[config.mk]
export PLATFORM = sky130hd
export DESIGN_NAME = rate_limited_receive_queue_unit_flat
export DESIGN_NICKNAME = d
export VERILOG_FILES = /design/src/sv/rlrq_pkg.sv /design/src/sv/rlrq_if.sv /design/src/sv/rlrq_desc_ram.sv /design/src/sv/rlrq_budget_unit.sv /design/src/sv/rlrq_seq.sv /design/src/sv/rate_limited_receive_queue_unit.sv /design/src/flat_wrapper.sv
export SDC_FILE = /design/constraint.sdc
export NUM_CORES = 2
export LEC_CHECK = 0
export ABC_AREA = 1
export ABC_CLOCK_PERIOD_IN_PS = 9100
export BUFFER_PORTS_ARGS = -buffer_cell sky130_fd_sc_hd__buf_2
export CELL_PAD_IN_SITES_DETAIL_PLACEMENT = 1
export CELL_PAD_IN_SITES_GLOBAL_PLACEMENT = 2
export CORE_MARGIN = 2
export CORE_UTILIZATION = 42
export CTS_CLUSTER_SIZE = 20
export DETAILED_ROUTE_END_ITERATION = 7
export GPL_TIMING_DRIVEN = 0
export PLACE_DENSITY_LB_ADDON = 0.1
export SYNTH_ARGS = -nofsm -noshare
export SYNTH_HDL_FRONTEND = slang
export SYNTH_SLANG_ARGS = --single-unit
export TNS_END_PERCENT = 10
[constraint.sdc]
create_clock -name clock -period 9.1 [get_ports clock]
set_input_delay 2.275 -clock clock [delete_from_list [all_inputs] [get_ports clock]]
set_output_delay 2.275 -clock clock [all_outputs]
set_load 0.05 [all_outputs]
[src/sv/rlrq_pkg.sv]
// Package for the rate limited receive queue: widths, codes, structs.
// No dependencies; imported by every other file of the block except rlrq_desc_ram and assert_macros.svh.
package rlrq_pkg;

   localparam int QUEUE_DEPTH_DEF   = 32;
   localparam int FRACTION_BITS_DEF = 16;

   localparam int CAP_W      = 21;
   localparam int NPB_W      = 40;
   localparam int BATCH_W    = 32;
   localparam int PAY_W      = 16;
   localparam int HDR_W      = 8;
   localparam int TAG_W      = 16;
   localparam int TIME_W     = 48;
   localparam int LEN_W      = 17;
   localparam int DELAY_W    = 41;
   localparam int KIND_W     = 2;
   localparam int BUDGET_W   = 58;
   localparam int CSR_IDX_W  = 2;
   localparam int CSR_DATA_W = 40;

   localparam logic [CAP_W-1:0]    CAP_RESET   = 21'd65536;
   localparam logic [NPB_W-1:0]    NPB_RESET   = 40'd65536;
   localparam logic [BATCH_W-1:0]  BATCH_RESET = 32'd5000;
   localparam logic [BUDGET_W-1:0] BUDGET_MAX  = '1;
   localparam logic [DELAY_W-1:0]  WAKE_MAX    = '1;

   localparam logic MODE_ARRIVAL = 1'b0;
   localparam logic MODE_WAKEUP  = 1'b1;

   typedef enum logic [KIND_W-1:0] {
      KIND_BUFFERED,
      KIND_DROPPED,
      KIND_DELIVERED,
      KIND_WAKEUP
   } kind_type;

   typedef enum logic [CSR_IDX_W-1:0] {
      CSR_CAPACITY,
      CSR_NS_PER_BYTE,
      CSR_BATCH_TIME,
      CSR_BOOTSTRAP
   } csr_index_type;

   typedef enum logic [2:0] {
      BOP_NONE,
      BOP_ELAPSED,
      BOP_SUB,
      BOP_MUL,
      BOP_ADD
   } budget_op_type;

   typedef enum logic [3:0] {
      ST_IDLE,
      ST_ADMIT,
      ST_WAKE_TIME,
      ST_WAKE_SUB,
      ST_CHECK,
      ST_READ,
      ST_ACCUM,
      ST_WAKE_REQ,
      ST_FINISH
   } seq_state_type;

   typedef struct packed {
      logic [CAP_W-1:0]   buffer_capacity_bytes;
      logic [NPB_W-1:0]   ns_per_byte;
      logic [BATCH_W-1:0] batch_time_ns;
      logic               bootstrap_mode;
   } cfg_type;

   typedef struct packed {
      logic [TAG_W-1:0] tag;
      logic [HDR_W-1:0] hdr;
      logic [PAY_W-1:0] pay;
   } desc_type;

   typedef struct packed {
      budget_op_type     op;
      logic [TIME_W-1:0] now_time;
      logic [LEN_W-1:0]  len;
   } budget_ctrl_type;

   typedef struct packed {
      logic               within_batch;
      logic               wake_due;
      logic [DELAY_W-1:0] wake_delay;
   } budget_stat_type;

endpackage

[src/sv/rlrq_if.sv]
// Valid/ready channel interfaces of the receive queue: request, response, csr.
// Depends on rlrq_pkg.
interface rlrq_req_if;
   import rlrq_pkg::*;
   logic              valid;
   logic              ready;
   logic              mode;
   logic [PAY_W-1:0]  payload_length;
   logic [HDR_W-1:0]  header_size;
   logic [TAG_W-1:0]  packet_tag;
   logic [TIME_W-1:0] now_time;
   modport source (output valid, mode, payload_length, header_size, packet_tag, now_time,
                   input ready);
   modport sink (input valid, mode, payload_length, header_size, packet_tag, now_time,
                 output ready);
endinterface

interface rlrq_rsp_if;
   import rlrq_pkg::*;
   logic               valid;
   logic               ready;
   logic [KIND_W-1:0]  kind;
   logic [TAG_W-1:0]   out_tag;
   logic [LEN_W-1:0]   packet_bytes;
   logic [DELAY_W-1:0] wake_delay_ns;
   logic               last;
   modport source (output valid, kind, out_tag, packet_bytes, wake_delay_ns, last,
                   input ready);
   modport sink (input valid, kind, out_tag, packet_bytes, wake_delay_ns, last,
                 output ready);
endinterface

interface rlrq_csr_if;
   import rlrq_pkg::*;
   logic                  valid;
   logic                  ready;
   logic [CSR_IDX_W-1:0]  index;
   logic [CSR_DATA_W-1:0] data;
   modport source (output valid, index, data, input ready);
   modport sink (input valid, index, data, output ready);
endinterface

[src/sv/rlrq_desc_ram.sv]
// Descriptor memory: one write port, one registered read port.
// Depends on nothing.
module rlrq_desc_ram #(
   parameter int DEPTH = 32,
   parameter int WIDTH = 40
) (
   input  logic                     clock,
   input  logic                     we,
   input  logic [$clog2(DEPTH)-1:0] waddr,
   input  logic [WIDTH-1:0]         wdata,
   input  logic                     re,
   input  logic [$clog2(DEPTH)-1:0] raddr,
   output logic [WIDTH-1:0]         rdata
);
   logic [WIDTH-1:0] mem_ff [DEPTH];
   logic [WIDTH-1:0] rdata_ff;

   always_ff @(posedge clock) begin
      if (we) begin
         mem_ff[waddr] <= wdata;
      end
      if (re) begin
         rdata_ff <= mem_ff[raddr];
      end
   end

   assign rdata = rdata_ff;
endmodule

[src/sv/rlrq_budget_unit.sv]
// Shared budget arithmetic: elapsed time, clamped subtract, cost multiply,
// saturating add and batch compare. Depends on rlrq_pkg.
module rlrq_budget_unit #(
   parameter int FRACTION_BITS = rlrq_pkg::FRACTION_BITS_DEF
) (
   input  logic                     clock,
   input  logic                     reset,
   input  rlrq_pkg::cfg_type         cfg,
   input  rlrq_pkg::budget_ctrl_type ctrl,
   output rlrq_pkg::budget_stat_type stat
);
   import rlrq_pkg::*;

   localparam int SUB_W   = TIME_W + FRACTION_BITS;
   localparam int CMP_W   = (SUB_W > BUDGET_W) ? SUB_W : BUDGET_W;
   localparam int WHOLE_W = BUDGET_W - FRACTION_BITS;
   localparam int PROD_W  = LEN_W + NPB_W;

   logic [BUDGET_W-1:0] budget_ff, budget_in;
   logic [TIME_W-1:0]   last_wake_ff, last_wake_in;
   logic [TIME_W-1:0]   elapsed_ff, elapsed_in;
   logic                advanced_ff, advanced_in;
   logic [PROD_W-1:0]   product_ff, product_in;

   logic [CMP_W-1:0]    sub_wide;
   logic [CMP_W-1:0]    budget_wide;
   logic                sub_over;
   logic [BUDGET_W-1:0] room;
   logic [BUDGET_W-1:0] prod_ext;
   logic [WHOLE_W-1:0]  whole;

   always_comb begin
      sub_wide    = CMP_W'({elapsed_ff, {FRACTION_BITS{1'b0}}});
      budget_wide = CMP_W'(budget_ff);
      sub_over    = sub_wide > CMP_W'(BUDGET_MAX);
      room        = BUDGET_MAX - budget_ff;
      prod_ext    = BUDGET_W'(product_ff);

      budget_in    = budget_ff;
      last_wake_in = last_wake_ff;
      elapsed_in   = elapsed_ff;
      advanced_in  = advanced_ff;
      product_in   = product_ff;

      case (ctrl.op)
         BOP_ELAPSED: begin
            advanced_in  = ctrl.now_time > last_wake_ff;
            elapsed_in   = ctrl.now_time - last_wake_ff;
            last_wake_in = ctrl.now_time;
         end
         BOP_SUB: begin
            if (advanced_ff) begin
               if (sub_over) begin
                  budget_in = '0;
               end else if (budget_wide > sub_wide) begin
                  budget_in = budget_ff - BUDGET_W'(sub_wide);
               end else begin
                  budget_in = '0;
               end
            end
         end
         BOP_MUL: begin
            product_in = PROD_W'(ctrl.len) * PROD_W'(cfg.ns_per_byte);
         end
         BOP_ADD: begin
            if (!cfg.bootstrap_mode) begin
               budget_in = (prod_ext > room) ? BUDGET_MAX : budget_ff + prod_ext;
            end
         end
         default: begin
         end
      endcase
   end

   always_comb begin
      whole             = budget_ff[BUDGET_W-1:FRACTION_BITS];
      stat.within_batch = budget_ff <= BUDGET_W'({cfg.batch_time_ns, {FRACTION_BITS{1'b0}}});
      stat.wake_due     = |whole;
      stat.wake_delay   = (CMP_W'(whole) > CMP_W'(WAKE_MAX)) ? WAKE_MAX : DELAY_W'(whole);
   end

   always_ff @(posedge clock) begin
      if (reset) begin
         budget_ff    <= '0;
         last_wake_ff <= '0;
      end else begin
         budget_ff    <= budget_in;
         last_wake_ff <= last_wake_in;
      end
   end

   always_ff @(posedge clock) begin
      elapsed_ff  <= elapsed_in;
      advanced_ff <= advanced_in;
      product_ff  <= product_in;
   end
endmodule

[src/sv/rlrq_seq.sv]
// Sequencer: admission, queue pointers, drain loop and response words.
// Depends on rlrq_pkg, rlrq_if; drives rlrq_desc_ram and rlrq_budget_unit.
module rlrq_seq #(
   parameter int QUEUE_DEPTH = rlrq_pkg::QUEUE_DEPTH_DEF
) (
   input  logic                           clock,
   input  logic                           reset,
   input  logic [rlrq_pkg::CAP_W-1:0]     capacity,
   rlrq_req_if.sink                       req_bus,
   rlrq_rsp_if.source                     rsp_bus,
   output logic                           ram_we,
   output logic [$clog2(QUEUE_DEPTH)-1:0] ram_waddr,
   output rlrq_pkg::desc_type             ram_wdata,
   output logic                           ram_re,
   output logic [$clog2(QUEUE_DEPTH)-1:0] ram_raddr,
   input  rlrq_pkg::desc_type             ram_rdata,
   output rlrq_pkg::budget_ctrl_type      bctrl,
   input  rlrq_pkg::budget_stat_type      bstat
);
   import rlrq_pkg::*;

   localparam int IDX_W = $clog2(QUEUE_DEPTH);
   localparam int CNT_W = $clog2(QUEUE_DEPTH + 1);

   seq_state_type state_ff, state_in;

   logic [IDX_W-1:0] head_ff, head_in;
   logic [CNT_W-1:0] count_ff, count_in;
   logic [CAP_W-1:0] buffered_ff, buffered_in;
   logic             receiving_ff, receiving_in;

   logic [PAY_W-1:0]  pay_ff;
   logic [HDR_W-1:0]  hdr_ff;
   logic [TAG_W-1:0]  tag_ff;
   logic [TIME_W-1:0] now_ff;
   logic [TAG_W-1:0]  cur_tag_ff;
   logic [LEN_W-1:0]  cur_len_ff;

   logic               pend_valid_ff;
   kind_type           pend_kind_ff;
   logic [TAG_W-1:0]   pend_tag_ff;
   logic [LEN_W-1:0]   pend_bytes_ff;
   logic [DELAY_W-1:0] pend_delay_ff;

   logic               rsp_valid_ff;
   kind_type           rsp_kind_ff;
   logic [TAG_W-1:0]   rsp_tag_ff;
   logic [LEN_W-1:0]   rsp_bytes_ff;
   logic [DELAY_W-1:0] rsp_delay_ff;
   logic               rsp_last_ff;

   logic               out_free;
   logic               can_emit;
   logic [CAP_W-1:0]   space;
   logic               admit;
   logic [CNT_W:0]     slot_sum;
   logic [IDX_W-1:0]   slot;
   logic [IDX_W-1:0]   head_next;
   logic [LEN_W-1:0]   deq_len;
   logic               more;
   logic               accept;

   logic               gen;
   kind_type           gen_kind;
   logic [TAG_W-1:0]   gen_tag;
   logic [LEN_W-1:0]   gen_bytes;
   logic [DELAY_W-1:0] gen_delay;
   logic               flush;
   logic               push;
   logic               do_enq;
   logic               do_deq;
   logic               recv_set;
   logic               recv_clr;
   budget_op_type      bop;

   always_comb begin
      out_free  = !rsp_valid_ff || rsp_bus.ready;
      can_emit  = !pend_valid_ff || out_free;
      space     = (capacity > buffered_ff) ? capacity - buffered_ff : '0;
      admit     = (count_ff < CNT_W'(QUEUE_DEPTH)) && (CAP_W'(pay_ff) <= space);
      slot_sum  = (CNT_W+1)'(head_ff) + (CNT_W+1)'(count_ff);
      slot      = (slot_sum >= (CNT_W+1)'(QUEUE_DEPTH))
                  ? IDX_W'(slot_sum - (CNT_W+1)'(QUEUE_DEPTH)) : IDX_W'(slot_sum);
      head_next = (head_ff == IDX_W'(QUEUE_DEPTH - 1)) ? '0 : head_ff + IDX_W'(1);
      deq_len   = LEN_W'(ram_rdata.pay) + LEN_W'(ram_rdata.hdr);
      more      = (count_ff != '0) && bstat.within_batch;
      accept    = req_bus.valid && req_bus.ready;
   end

   // next state
   always_comb begin
      state_in = state_ff;
      case (state_ff)
         ST_IDLE: begin
            if (req_bus.valid) begin
               state_in = (req_bus.mode == MODE_WAKEUP) ? ST_WAKE_TIME : ST_ADMIT;
            end
         end
         ST_ADMIT: begin
            if (can_emit) begin
               state_in = (admit && !receiving_ff) ? ST_CHECK : ST_FINISH;
            end
         end
         ST_WAKE_TIME: state_in = ST_WAKE_SUB;
         ST_WAKE_SUB:  state_in = ST_CHECK;
         ST_CHECK:     state_in = more ? ST_READ : ST_WAKE_REQ;
         ST_READ:      state_in = ST_ACCUM;
         ST_ACCUM: begin
            if (can_emit) begin
               state_in = ST_CHECK;
            end
         end
         ST_WAKE_REQ: begin
            if (!bstat.wake_due || can_emit) begin
               state_in = ST_FINISH;
            end
         end
         ST_FINISH: begin
            if (!pend_valid_ff || out_free) begin
               state_in = ST_IDLE;
            end
         end
         default: state_in = ST_IDLE;
      endcase
   end

   // state outputs
   always_comb begin
      req_bus.ready = 1'b0;
      gen           = 1'b0;
      gen_kind      = KIND_BUFFERED;
      gen_tag       = '0;
      gen_bytes     = '0;
      gen_delay     = '0;
      flush         = 1'b0;
      do_enq        = 1'b0;
      do_deq        = 1'b0;
      recv_set      = 1'b0;
      recv_clr      = 1'b0;
      ram_we        = 1'b0;
      ram_re        = 1'b0;
      bop           = BOP_NONE;
      case (state_ff)
         ST_IDLE: req_bus.ready = !reset;
         ST_ADMIT: begin
            if (can_emit) begin
               gen      = 1'b1;
               gen_kind = admit ? KIND_BUFFERED : KIND_DROPPED;
               gen_tag  = tag_ff;
               do_enq   = admit;
               ram_we   = admit;
            end
         end
         ST_WAKE_TIME: begin
            bop      = BOP_ELAPSED;
            recv_clr = 1'b1;
         end
         ST_WAKE_SUB: bop = BOP_SUB;
         ST_CHECK:    ram_re = more;
         ST_READ: begin
            bop    = BOP_MUL;
            do_deq = 1'b1;
         end
         ST_ACCUM: begin
            if (can_emit) begin
               gen       = 1'b1;
               gen_kind  = KIND_DELIVERED;
               gen_tag   = cur_tag_ff;
               gen_bytes = cur_len_ff;
               bop       = BOP_ADD;
            end
         end
         ST_WAKE_REQ: begin
            if (bstat.wake_due && can_emit) begin
               gen       = 1'b1;
               gen_kind  = KIND_WAKEUP;
               gen_delay = bstat.wake_delay;
               recv_set  = 1'b1;
            end
         end
         ST_FINISH: flush = pend_valid_ff && out_free;
         default: begin
         end
      endcase
   end

   always_comb begin
      push         = (gen && pend_valid_ff) || flush;
      head_in      = head_ff;
      count_in     = count_ff;
      buffered_in  = buffered_ff;
      receiving_in = receiving_ff;
      if (do_enq) begin
         count_in    = count_ff + CNT_W'(1);
         buffered_in = buffered_ff + CAP_W'(pay_ff);
      end
      if (do_deq) begin
         head_in     = head_next;
         count_in    = count_ff - CNT_W'(1);
         buffered_in = (buffered_ff >= CAP_W'(ram_rdata.pay))
                       ? buffered_ff - CAP_W'(ram_rdata.pay) : '0;
      end
      if (recv_clr) begin
         receiving_in = 1'b0;
      end
      if (recv_set) begin
         receiving_in = 1'b1;
      end
   end

   assign ram_waddr     = slot;
   assign ram_wdata.tag = tag_ff;
   assign ram_wdata.hdr = hdr_ff;
   assign ram_wdata.pay = pay_ff;
   assign ram_raddr     = head_ff;

   assign bctrl.op       = bop;
   assign bctrl.now_time = now_ff;
   assign bctrl.len      = deq_len;

   always_ff @(posedge clock) begin
      if (reset) begin
         state_ff      <= ST_IDLE;
         head_ff       <= '0;
         count_ff      <= '0;
         buffered_ff   <= '0;
         receiving_ff  <= 1'b0;
         pend_valid_ff <= 1'b0;
         rsp_valid_ff  <= 1'b0;
      end else begin
         state_ff     <= state_in;
         head_ff      <= head_in;
         count_ff     <= count_in;
         buffered_ff  <= buffered_in;
         receiving_ff <= receiving_in;
         if (gen) begin
            pend_valid_ff <= 1'b1;
         end else if (flush) begin
            pend_valid_ff <= 1'b0;
         end
         if (push) begin
            rsp_valid_ff <= 1'b1;
         end else if (rsp_bus.ready) begin
            rsp_valid_ff <= 1'b0;
         end
      end
   end

   always_ff @(posedge clock) begin
      if (accept) begin
         pay_ff <= req_bus.payload_length;
         hdr_ff <= req_bus.header_size;
         tag_ff <= req_bus.packet_tag;
         now_ff <= req_bus.now_time;
      end
      if (do_deq) begin
         cur_tag_ff <= ram_rdata.tag;
         cur_len_ff <= deq_len;
      end
      if (gen) begin
         pend_kind_ff  <= gen_kind;
         pend_tag_ff   <= gen_tag;
         pend_bytes_ff <= gen_bytes;
         pend_delay_ff <= gen_delay;
      end
      if (push) begin
         rsp_kind_ff  <= pend_kind_ff;
         rsp_tag_ff   <= pend_tag_ff;
         rsp_bytes_ff <= pend_bytes_ff;
         rsp_delay_ff <= pend_delay_ff;
         rsp_last_ff  <= flush;
      end
   end

   assign rsp_bus.valid         = rsp_valid_ff;
   assign rsp_bus.kind          = rsp_kind_ff;
   assign rsp_bus.out_tag       = rsp_tag_ff;
   assign rsp_bus.packet_bytes  = rsp_bytes_ff;
   assign rsp_bus.wake_delay_ns = rsp_delay_ff;
   assign rsp_bus.last          = rsp_last_ff;
endmodule

[src/sv/rate_limited_receive_queue_unit.sv]
// Rate limited receive queue: leaky-bucket receive shaper with a descriptor queue.
// Usage:
//   req_bus carries one word per event: mode 0 is a packet arrival (payload
//   length, header size, tag), mode 1 is a wakeup event with now_time.
//   rsp_bus returns the words caused by that event: buffered or dropped, then
//   delivered packets in queue order, then at most one wakeup request; last
//   marks the final word of the event. A wakeup that delivers nothing and
//   leaves less than 1 ns of budget returns no word at all.
//   csr_bus writes the four configuration registers; it is ready out of reset.
// Timing:
//   One event at a time. Arrival: accept, admit, finish when no drain
//   follows. Wakeup: accept, elapsed time, subtract before draining. Each
//   delivered packet takes check, memory read with cost multiply and budget
//   add; the end check, wakeup request and finish close the event. A word
//   appears on rsp_bus in the cycle after the next word or the end is known.
//   The next event is accepted while the final word still waits.
// Reset clears queue pointers, counts, budget, flag and wake time, and loads
// register defaults. A stalled receiver holds the sequencer until its one
// pending word can move into the output register.
module rate_limited_receive_queue_unit #(
   parameter int QUEUE_DEPTH   = rlrq_pkg::QUEUE_DEPTH_DEF,
   parameter int FRACTION_BITS = rlrq_pkg::FRACTION_BITS_DEF
) (
   input logic         clock,
   input logic         reset,
   rlrq_req_if.sink    req_bus,
   rlrq_rsp_if.source  rsp_bus,
   rlrq_csr_if.sink    csr_bus
);
   import rlrq_pkg::*;

   localparam int IDX_W = $clog2(QUEUE_DEPTH);

   cfg_type         cfg_ff, cfg_in;
   logic            ram_we;
   logic [IDX_W-1:0] ram_waddr;
   desc_type        ram_wdata;
   logic            ram_re;
   logic [IDX_W-1:0] ram_raddr;
   desc_type        ram_rdata;
   budget_ctrl_type bctrl;
   budget_stat_type bstat;

   assign csr_bus.ready = !reset;

   always_comb begin
      cfg_in = cfg_ff;
      if (csr_bus.valid) begin
         case (csr_index_type'(csr_bus.index))
            CSR_CAPACITY:    cfg_in.buffer_capacity_bytes = CAP_W'(csr_bus.data);
            CSR_NS_PER_BYTE: cfg_in.ns_per_byte           = NPB_W'(csr_bus.data);
            CSR_BATCH_TIME:  cfg_in.batch_time_ns         = BATCH_W'(csr_bus.data);
            CSR_BOOTSTRAP:   cfg_in.bootstrap_mode        = csr_bus.data[0];
            default: begin
            end
         endcase
      end
   end

   always_ff @(posedge clock) begin
      if (reset) begin
         cfg_ff.buffer_capacity_bytes <= CAP_RESET;
         cfg_ff.ns_per_byte           <= NPB_RESET;
         cfg_ff.batch_time_ns         <= BATCH_RESET;
         cfg_ff.bootstrap_mode        <= 1'b0;
      end else begin
         cfg_ff <= cfg_in;
      end
   end

   rlrq_seq #(
      .QUEUE_DEPTH(QUEUE_DEPTH)
   ) u_seq (
      .clock     (clock),
      .reset     (reset),
      .capacity  (cfg_ff.buffer_capacity_bytes),
      .req_bus   (req_bus),
      .rsp_bus   (rsp_bus),
      .ram_we    (ram_we),
      .ram_waddr (ram_waddr),
      .ram_wdata (ram_wdata),
      .ram_re    (ram_re),
      .ram_raddr (ram_raddr),
      .ram_rdata (ram_rdata),
      .bctrl     (bctrl),
      .bstat     (bstat)
   );

   rlrq_desc_ram #(
      .DEPTH(QUEUE_DEPTH),
      .WIDTH($bits(desc_type))
   ) u_ram (
      .clock (clock),
      .we    (ram_we),
      .waddr (ram_waddr),
      .wdata (ram_wdata),
      .re    (ram_re),
      .raddr (ram_raddr),
      .rdata (ram_rdata)
   );

   rlrq_budget_unit #(
      .FRACTION_BITS(FRACTION_BITS)
   ) u_budget (
      .clock (clock),
      .reset (reset),
      .cfg   (cfg_ff),
      .ctrl  (bctrl),
      .stat  (bstat)
   );
endmodule

[src/flat_wrapper.sv]
// flat-port wrapper written by rule: the top's interface ports become plain ports
module rate_limited_receive_queue_unit_flat import rlrq_pkg::*;
#(
   parameter int QUEUE_DEPTH   = rlrq_pkg::QUEUE_DEPTH_DEF,
   parameter int FRACTION_BITS = rlrq_pkg::FRACTION_BITS_DEF
)
  (clock, reset, req_bus_valid, req_bus_mode, req_bus_payload_length, req_bus_header_size, req_bus_packet_tag, req_bus_now_time, req_bus_ready, rsp_bus_valid, rsp_bus_kind, rsp_bus_out_tag, rsp_bus_packet_bytes, rsp_bus_wake_delay_ns, rsp_bus_last, rsp_bus_ready, csr_bus_valid, csr_bus_index, csr_bus_data, csr_bus_ready);
  rlrq_req_if req_bus_i ();
  rlrq_rsp_if rsp_bus_i ();
  rlrq_csr_if csr_bus_i ();
  input logic clock;
  input logic reset;
  input wire logic [$bits(req_bus_i.valid)-1:0] req_bus_valid;
  input wire logic [$bits(req_bus_i.mode)-1:0] req_bus_mode;
  input wire logic [$bits(req_bus_i.payload_length)-1:0] req_bus_payload_length;
  input wire logic [$bits(req_bus_i.header_size)-1:0] req_bus_header_size;
  input wire logic [$bits(req_bus_i.packet_tag)-1:0] req_bus_packet_tag;
  input wire logic [$bits(req_bus_i.now_time)-1:0] req_bus_now_time;
  output wire logic [$bits(req_bus_i.ready)-1:0] req_bus_ready;
  output wire logic [$bits(rsp_bus_i.valid)-1:0] rsp_bus_valid;
  output wire logic [$bits(rsp_bus_i.kind)-1:0] rsp_bus_kind;
  output wire logic [$bits(rsp_bus_i.out_tag)-1:0] rsp_bus_out_tag;
  output wire logic [$bits(rsp_bus_i.packet_bytes)-1:0] rsp_bus_packet_bytes;
  output wire logic [$bits(rsp_bus_i.wake_delay_ns)-1:0] rsp_bus_wake_delay_ns;
  output wire logic [$bits(rsp_bus_i.last)-1:0] rsp_bus_last;
  input wire logic [$bits(rsp_bus_i.ready)-1:0] rsp_bus_ready;
  input wire logic [$bits(csr_bus_i.valid)-1:0] csr_bus_valid;
  input wire logic [$bits(csr_bus_i.index)-1:0] csr_bus_index;
  input wire logic [$bits(csr_bus_i.data)-1:0] csr_bus_data;
  output wire logic [$bits(csr_bus_i.ready)-1:0] csr_bus_ready;
  assign req_bus_i.valid = req_bus_valid;
  assign req_bus_i.mode = req_bus_mode;
  assign req_bus_i.payload_length = req_bus_payload_length;
  assign req_bus_i.header_size = req_bus_header_size;
  assign req_bus_i.packet_tag = req_bus_packet_tag;
  assign req_bus_i.now_time = req_bus_now_time;
  assign req_bus_ready = req_bus_i.ready;
  assign rsp_bus_valid = rsp_bus_i.valid;
  assign rsp_bus_kind = rsp_bus_i.kind;
  assign rsp_bus_out_tag = rsp_bus_i.out_tag;
  assign rsp_bus_packet_bytes = rsp_bus_i.packet_bytes;
  assign rsp_bus_wake_delay_ns = rsp_bus_i.wake_delay_ns;
  assign rsp_bus_last = rsp_bus_i.last;
  assign rsp_bus_i.ready = rsp_bus_ready;
  assign csr_bus_i.valid = csr_bus_valid;
  assign csr_bus_i.index = csr_bus_index;
  assign csr_bus_i.data = csr_bus_data;
  assign csr_bus_ready = csr_bus_i.ready;
  rate_limited_receive_queue_unit #(.QUEUE_DEPTH(QUEUE_DEPTH), .FRACTION_BITS(FRACTION_BITS)) u_core (.clock(clock), .reset(reset), .req_bus(req_bus_i), .rsp_bus(rsp_bus_i), .csr_bus(csr_bus_i));
endmodule
==> flow_metrics.py <==
metrics = {
    "grt": {
        "track_usage": 0.335,
        "overflow": 0,
        "antenna_found_initial": 43,
        "first_global_vias": 90400,
        "grt_max_degree": 50,
        "grt_pass1_wl_um": 636000,
    },
    "placed_design": {
        "dp_slack_ns": -0.809,
        "place_area_um2": 117000,
        "gp_congestion": 0.910,
        "hpwl_um": 345000,
        "port_buffers": 214,
    },
    "sta": {
        "worst_slack_ns": 0.436,
        "fin_setup_tns_ns": 0,
        "finalCritPeriodShare": 0.952,
        "tightest_slew_ns": 1.57,
        "max_slew_margin": -0.0451,
        "finalSetupViolCount": 0,
        "fmax_mhz": 115,
        "min_period_ns": 8.66,
        "fin_hold_ws_ns": 0.416,
        "rsz0062_at_grt": "no",
        "finalHoldViolCount": 0,
        "drv_slew": 32,
        "fin_skew_ns": 0.129,
    },
    "setup_path": {
        "critPathBufInv": 8,
        "critPathMaxFanout": 10,
        "crit_path_start_kind": "flip-flop",
        "slowest_stage": "clkinv_1",
        "slowest_delay_ns": 0.67,
        "cpMostUsedCell": "fa_1",
        "crit_arrival_ns": 9.24,
        "cp-end-kind": "flip-flop",
        "cp_top_family": "adder cells",
        "criticalPathCategory": "reg2reg",
        "cp.required_ns": 9.68,
    },
    "floorplan": {
        "dieArea_um2": 263000,
        "coreArea_um2": 257000,
        "initial_utilization": 0.423,
        "dieHeight_um": 513,
        "rows": 186,
        "ios": 216,
        "die_x_um": 513,
    },
    "power_and_ir_drop": {
        "p_int_uw": 20300,
        "power_frac_comb": 0.396,
        "p_sw_frac": 0.407,
        "peakVddDrop_mv": 0.186,
        "power.switching_uw": 13900,
        "p_leak_uw": 0.0495,
        "p_seq_frac": 0.337,
        "power_frac_clock": 0.267,
        "p_per_area_nw_per_um2": 275,
    },
    "clock_tree": {
        "cts_tree": "yes",
        "cts_num_sinks": 1939,
        "cts_made_buffers": 221,
        "path_clk_slew_ns": 0.06,
        "cts_max_path_buffers": 4,
        "htree_levels": 4,
        "clk_latency_ns": 0.96,
        "clockRootBuffer": "clkbuf_16",
    },
    "route": {
        "dr.pass1.iters": 5,
        "routed_via_density": 5.72,
        "drc": 0,
        "wl_per_cell_um": 29.7,
        "drt-initial-drc-count": 7868,
        "via_count": 86200,
        "drtAntennaViolNets": 0,
        "wirelength_um": 448000,
    },
    "layout": {
        "fin_nets": 12600,
        "final_core_util": 0.484,
        "final_cell_mix": "1700 x edfxtp_1, 1638 x nand2_1, 1577 x inv_1, 1330 x nor2_1, 1102 x o21ai_0",
        "drive_above_1_share": 0.0742,
        "fill_cells": 28400,
        "areaGrowthSynthToFinish_pct": 14.3,
        "fin_area_um2": 124000,
        "final_common_cell": "edfxtp_1",
    },
    "outcome": {
        "violations": "capacitance limit, slew limit",
        "status": "complete, but fails checks",
    },
    "run": {
        "cap_violations": 3,
    },
    "min_path": {
        "worstHoldPathType": "reg2reg",
    },
    "logic_synthesis": {
        "avgSynthCellArea_um2": 9.93,
        "ys_seq_area_frac": 0.513,
        "netlist_area_um2": 109000,
        "synth_cell_type_count": 57,
        "yosys_warnings": 0,
        "ys_ff_latch": 1939,
        "syn-num-nets": 12100,
        "postSynthCellCount": 11000,
    },
}
-- synth_stat cells (all sizes together) --
cell type / count / area (µm²)
and3: 10 / 62.6
o21a: 18 / 135
nand2: 1649 / 6200
fa: 578 / 11600
a21o: 37 / 278
o22ai: 205 / 1280
o221a: 2 / 22.5
o211a: 1 / 10.0
and2: 1 / 6.26
nand3b: 9 / 67.6
nor4: 26 / 175
o21bai: 40 / 300
nand4: 92 / 576
a21oi: 525 / 2640
nand2b: 1 / 6.26
xnor2: 78 / 683
dfxtp: 239 / 4780
clkbuf: 407 / 1530
nand3: 261 / 1320
o21ai: 1114 / 5580
a221oi: 1 / 8.76
xor2: 133 / 1160
inv: 1595 / 5990
o211ai: 57 / 428
a31oi: 82 / 513
nor2: 1390 / 5280
a21boi: 1 / 7.51
o31ai: 5 / 37.5
a211oi: 6 / 45.0
a41oi: 1 / 8.76
a22o: 16 / 140
or2: 28 / 178
clkinv: 9 / 33.8
edfxtp: 1700 / 51000
o221ai: 128 / 1120
buf: 67 / 362
o2111ai: 3 / 26.3
ha: 398 / 4980
nor3: 40 / 216
o32ai: 1 / 8.76
-- per-layer routing --
layer | routed length (µm) | vias to the layer above | share of wire | GRT usage
met2 | 217000 | 3279 | 0.48 | 0.569
met3 | 27700 | 986 | 0.062 | 0.0452
met1 | 175000 | 44000 | 0.39 | 0.413
met4 | 28000 | 6 | 0.063 | 0.183
li1 | - | 37900 | - | -
met5 | 36 | - | 0.000080 | 0
-- power groups by stage --
stage / sequential, µW / combinational, µW / clock [µW]
floorplan: 11500 / 7960 / 0
global placement: 11900 / 12600 / 0
detailed placement: 11700 / 13200 / 0
CTS: 11500 / 13300 / 9210
global route: 11500 / 14800 / 9530
finish: 11500 / 13500 / 9140
-- metrics by stage --
step | std cells | power [µW]
final | 15100 | 34200
after global routing | 15100 | 35900
after CTS | 15100 | 34100
after detailed placement | 14600 | 24900
after global placement | 14600 | 24500
after floorplan | 11000 | 19400
-- path summary, 6_finish.rpt --
path / from / end / slack, ns / cells past startpoint
worst max-delay path: u_core.u_ram.rdata[0] / u_core.u_budget.product_ff[53] / 0.44 / 30
worst min-delay path: u_core.u_ram.rdata[33] / u_core.u_seq.cur_tag_ff[9] / 0.42 / 0
worst max register to register: u_core.u_ram.rdata[0] / u_core.u_budget.product_ff[53] / 0.44 / 30
worst min register to register: u_core.u_ram.rdata[33] / u_core.u_seq.cur_tag_ff[9] / 0.42 / 0
-- logic make-up after synthesis --
family / after synthesis / share of synthesized area
simple gates: 3507 / 0.129
compound gates: 2243 / 0.116
buf+inv: 2078 / 0.0727
flops: 1939 / 0.513
fa+ha+maj: 976 / 0.152
xor+xnor: 211 / 0.0170
-- final cells by class --
type	count	area, µm²	share of cell area
Multi-Input combinational cell	6937	45600	0.366
Buffer	473	1970	0.0159
Clock buffer	269	5800	0.0466
Tap cell	3384	4230	0.0340
Clock inverter	134	1480	0.0119
Antenna cell	16	40.0	0.000322
Inverter	1604	6030	0.0485
Timing Repair Buffer	321	3450	0.0277
Sequential cell	1939	55800	0.449
-- state kept, by name, summed over array words and instances, names as in the netlist, 17 cells and up --
| register | flops |
|---|---|
| u_core.u_seq.buffered_ff | 21 |
| u_core.u_budget.elapsed_ff | 48 |
| u_core.u_seq.pend_bytes_ff | 17 |
| u_core.u_seq.pend_delay_ff | 41 |
| u_core.u_ram.rdata | 40 |
| u_core.u_budget.last_wake_ff | 48 |
| u_core.u_ram.mem_ff | 1280 |
| u_core.cfg_ff | 94 |
| u_core.u_seq.now_ff | 48 |
| u_core.u_budget.product_ff | 57 |
| u_core.u_seq.rsp_bus.wake_delay_ns | 41 |
| u_core.u_budget.budget_ff | 58 |
| u_core.u_seq.cur_len_ff | 17 |
| u_core.u_seq.rsp_bus.packet_bytes | 17 |
-- what timing repair did --
action | 4_1_cts | 5_1_grt
setup endpoints to repair | 34 | 29
buffers inserted | 0 | 4
pin swaps | 0 | 2
hold buffers | 0 | 0
resized for setup | 25 | 99
(Power assumes the default switching activity.)
